<file path="src/life_like_cellular_automaton_top_assert.svh">
// ----------------------------------------------------------------------------
// life-like cellular automaton assertion macros
// concurrent checks on the top level, clocked by clk, off during reset
// ----------------------------------------------------------------------------
`ifndef LIFE_LIKE_CELLULAR_AUTOMATON_TOP_ASSERT_SVH
`define LIFE_LIKE_CELLULAR_AUTOMATON_TOP_ASSERT_SVH

// antecedent implies consequent in the same cycle
`define LLCA_AST_IMPL(lbl, ante, cons) \
	lbl: assert property (@(posedge clk) disable iff (!arst_n) (ante) |-> (cons)) \
		else $error("llca check failed");

// antecedent implies consequent in the next cycle
`define LLCA_AST_NEXT(lbl, ante, cons) \
	lbl: assert property (@(posedge clk) disable iff (!arst_n) (ante) |=> (cons)) \
		else $error("llca check failed");

`endif

</file>
<file path="src/llca_pkg.sv">
// ----------------------------------------------------------------------------
// llca_pkg
// shared types and constants of the life-like cellular automaton
// ----------------------------------------------------------------------------
package llca_pkg;

	localparam int CFG_IDX_W  = 3;
	localparam int CFG_DATA_W = 7;
	localparam int CNT_W      = 4;

	// item kinds
	localparam logic [1:0] KIND_WRITE = 2'd0;
	localparam logic [1:0] KIND_READ  = 2'd1;
	localparam logic [1:0] KIND_STEP  = 2'd2;
	localparam logic [1:0] KIND_RSVD  = 2'd3;

	// register indexes
	localparam logic [CFG_IDX_W-1:0] REG_SIDE     = 3'd0;
	localparam logic [CFG_IDX_W-1:0] REG_BORN_MIN = 3'd1;
	localparam logic [CFG_IDX_W-1:0] REG_BORN_MAX = 3'd2;
	localparam logic [CFG_IDX_W-1:0] REG_SURV_MIN = 3'd3;
	localparam logic [CFG_IDX_W-1:0] REG_SURV_MAX = 3'd4;

	// register reset values
	localparam logic [6:0]       RST_SIDE     = 7'd64;
	localparam logic [CNT_W-1:0] RST_BORN_MIN = 4'd3;
	localparam logic [CNT_W-1:0] RST_BORN_MAX = 4'd3;
	localparam logic [CNT_W-1:0] RST_SURV_MIN = 4'd2;
	localparam logic [CNT_W-1:0] RST_SURV_MAX = 4'd3;

	typedef struct packed {
		logic [1:0] kind;
		logic [5:0] row;
		logic [5:0] col;
		logic       value;
	} llca_cmd_t;

	typedef struct packed {
		logic [1:0] done_kind;
		logic       cell_value;
	} llca_res_t;

	typedef struct packed {
		logic [CNT_W-1:0] born_min;
		logic [CNT_W-1:0] born_max;
		logic [CNT_W-1:0] survive_min;
		logic [CNT_W-1:0] survive_max;
	} llca_rule_t;

endpackage

</file>
<file path="src/llca_cell.sv">
// ----------------------------------------------------------------------------
// llca_cell
// one column of the sweep window: three stacked cells and the life rule
// ----------------------------------------------------------------------------
module llca_cell
	import llca_pkg::*;
(
	input  logic       clk,
	input  logic       clear,
	input  logic       shift,
	input  logic       in_bit,
	input  logic       active,
	input  logic [1:0] left_sum,
	input  logic [1:0] right_sum,
	input  llca_rule_t rule,
	output logic [1:0] col_sum,
	output logic       next_bit
);

	logic             up_q, mid_q, dn_q;
	logic [CNT_W-1:0] count;
	logic             survive, born;

	// window moves down one row per shift
	always_ff @(posedge clk) begin
		if (clear) begin
			up_q  <= 1'b0;
			mid_q <= 1'b0;
			dn_q  <= 1'b0;
		end else if (shift) begin
			up_q  <= mid_q;
			mid_q <= dn_q;
			dn_q  <= in_bit;
		end
	end

	// inactive columns look dead to their neighbors
	assign col_sum = active ? (2'(up_q) + 2'(mid_q) + 2'(dn_q)) : 2'd0;

	assign count = CNT_W'(left_sum) + CNT_W'(col_sum) + CNT_W'(right_sum)
		- CNT_W'(mid_q & active);

	assign survive = (count >= rule.survive_min) && (count <= rule.survive_max);
	assign born    = (count >= rule.born_min) && (count <= rule.born_max);

	// inactive columns keep their state
	assign next_bit = active ? (mid_q ? survive : born) : mid_q;

endmodule

</file>
<file path="config.mk">
export PLATFORM = sky130hd
export DESIGN_NAME = llca_cell
export DESIGN_NICKNAME = d
export VERILOG_FILES = /design/src/life_like_cellular_automaton_top_assert.svh /design/src/llca_pkg.sv /design/src/llca_cell.sv
export SDC_FILE = /design/constraint.sdc
export NUM_CORES = 1
export LEC_CHECK = 0
export ABC_AREA = 1
export BUFFER_PORTS_ARGS = -buffer_cell sky130_fd_sc_hd__buf_2
export CORE_MARGIN = 1.5
export CORE_UTILIZATION = 48
export DETAILED_ROUTE_END_ITERATION = 10
export PLACE_DENSITY = 0.9
export SETUP_SLACK_MARGIN = 0.15
export SLEW_MARGIN = 20
export SYNTH_ARGS = -nofsm -noshare
export SYNTH_HDL_FRONTEND = slang
export SYNTH_SLANG_ARGS = --single-unit
</file>
<file path="constraint.sdc">
create_clock -name clk -period 4.58 [get_ports clk]
set_clock_uncertainty 0.1 [all_clocks]
set_input_delay 0.458 -clock clk [delete_from_list [all_inputs] [get_ports clk]]
set_output_delay 0.458 -clock clk [all_outputs]
set_load 0.005 [all_outputs]
</file>
==> results.yml <==
status:
  status: "complete, no violations"
detailed_routing:
  drt_pre_antenna_iters: 4
  wirelength_um: 1420
  drc: 0
  viasPerCell: 4.68
  antenna_left: 0
  wire_per_inst_um: 9.15
  route.vias.total: 726
  first_iter_violations: 6
global_routing:
  grt_max_degree: 5
  grt_use_met3_pct: 5.22
  grt_pass1_vias: 722
  grt_usage_pct: 18.8
  busiest_layer: "met2"
  grt_pass1_wl_um: 2530
  grt_util_met2_pct: 36.9
  met1_usage_pct: 17.5
  antenna_found_initial: 0
  overflow: 0
timing:
  finalCritPeriodShare_pct: 90.3
  rsz0062_at_grt: "no"
  fin_tns_setup_ns: 0
  fmax_mhz: 242
  tightestPinTransition_ns: 0.474
  finalSetupViolations: 0
  slew-limit-headroom_pct: 68.2
  hold_viol: 0
  post-route-min-period_ns: 4.14
  slew_viol_final: 0
floorplanning:
  die-area_sq_um: 1750
  coreArea_sq_um: 1350
  rows: 13
  die_h_um: 41.8
  chipWidth_um: 41.8
  io_pins: 28
  start_util_pct: 53.6
worst_setup_path:
  critPathRequiredTime_ns: 4.02
  cp_max_fo: 4
  max_stage_delay_ns: 0.54
  crit_arrival_ns: 3.58
  r2r-start: "mid_q"
  rr_worst_depth: 2
  cpMostUsedCell: "nand2_1"
  endpoint_kind: "primary output"
  cp_top_family: "adder cells"
  start_kind: "flip-flop"
  crit_path_cell_trace: "fa_1 > nand2_1 > inv_1 > fa_1 > ha_1 > inv_1 > fa_1 > xnor2_1 > ha_1 > nand2_1 > inv_2 > o21ai_1 > nand3_1 > nand2_1 > nand2_1 > nand2_1 > inv_1 > buf_2"
  path_class: "flip-flop to primary output"
  critical_path_depth: 18
  critPathBufInv: 5
  startpoint: "up_q"
  worst_path_max_delay_cell: "fa_1"
min_path:
  hp-start: "clear"
  holdCritPathClass: "input port to flip-flop"
  hold_depth: 2
yosys:
  avgSynthCellArea_sq_um: 6.63
  synthCells: 109
  ys_seq_area_share_pct: 8.30
  ys.warnings.count: 0
  syn_area_sq_um: 723
  syn_nets: 157
  ys_ff_latch: 3
  post_synth_num_cell_types: 14
power_and_ir_drop:
  peakVddDrop_v: 0.000183
  power_density_nw_per_um2: 242
  p_leak_nw: 0.623
finish:
  nets: 189
  multi_input_area_sq_um: 517
  syn_to_final_growth_pct: 24.9
  seq_area_sq_um: 60.1
  nFillCells: 129
  n_antenna_cell: 0
  layoutNonFillerInstCount: 155
  drive_gt1_share_pct: 24.3
clocking:
  cts_tree: "built"
  postCtsResizedCells: 0
  numCtsBuffers: 3
  clk_latency_ns: 0.23
  clock_path_buffers: 2
  root_buffer: "clkbuf_4"
  cts_setup_buffers: 0
  cts_max_level: 1
  cts.sinks: 3
  clk_pin_slew_ns: 0.03
  hold_buffers: 0
run:
  drv_cap: 0
placed_design:
  place.gp.congestion: 0.847
  place_inst: 151
  portBuffers: 27
  dpl.hpwl_um: 1310
[cell usage after synthesis]
cell,number,share of area [%]
nand3_1,6,4.2
xnor2_1,1,1.2
nand2_1,24,12
o21ai_1,1,0.69
a21oi_1,5,3.5
ha_1,19,33
nor2_1,3,1.6
nand4_1,1,0.87
dfxtp_1,3,8.3
a211oi_1,2,2.1
fa_1,4,11
inv_2,4,2.1
o21bai_1,1,1.0
inv_1,35,18
[sequential cells by signal, summed over array words and instances, names as in the netlist]
name   count
dn_q       1
mid_q      1
up_q       1
[layer usage]
metal / vias up / share of wire (%)
met5: - / 0
met4: 0 / 1.5
met3: 4 / 4.5
met2: 17 / 56
met1: 312 / 38
li1: 393 / -
[cell usage in the layout (no fill, tap or decap)]
cell and n:
buf_2 27, nand2_1 24, nand4_1 1, o21ai_1 1
clkbuf_1 1, ha_1 19, nor2_1 3, inv_1 35
clkbuf_4 3, dfxtp_1 3, a211oi_1 2, a21oi_1 5
xnor2_1 1, nand3_1 6, inv_2 4, o21bai_1 1
fa_1 4
[through the flow]
step           cell area [sq um]  hold WS (ns)  setup WS [ns]  util (%)  power [mW]
2_1_floorplan                723         0.360           1.10         -       0.134
3_3_place_gp                 877         0.381          0.799      65.0       0.164
3_5_place_dp                 877         0.384          0.684      65.0       0.175
4_1_cts                      903         0.318          0.420      66.9       0.223
5_1_grt                      903         0.317          0.182      66.9       0.253
6_report                     903         0.318          0.443      66.9       0.218
[worst register-to-register path, stage by stage, from the launching register on]
cell and delay, ns:
dfxtp_1 0.37, inv_1 0.09, a211oi_1 0.22
[report_power, final]
group	internal, mW	leakage [nW]	switching, mW
logic	0.0629	0.583	0.0801
registers	0.0279	0.0248	0.00138
clock network	0.0326	0.0150	0.0135
total	0.123	0.623	0.0949
[path summary, 6_finish.rpt]
path | to | slack [ns]
max | next_bit | 0.44
min | dn_q | 0.32
max reg2reg | mid_q | 3.71
min reg2reg | dn_q | 0.39
[cells by family (layout without fill, tap and decap cells)]
kind of cell	after synthesis	count (layout)	synth area share, %
AOI/OAI and AO/OA	9	9	7.26
adders and majority gates	23	23	43.9
DFF	3	3	8.30
buffers and inverters	39	70	20.2
and+or+nand+nor	34	34	19.0
xor gates and xnor gates	1	1	1.21
[layout make-up]
cell class	instances	share of cell area [%]
inverter	39	16.2
tap	15	2.08
timing repair buffer	27	15.0
sequential	3	6.65
multi-input combinational	67	57.2
clock buffer	4	2.91
Note: power is estimated with default switching activity, not from simulation.
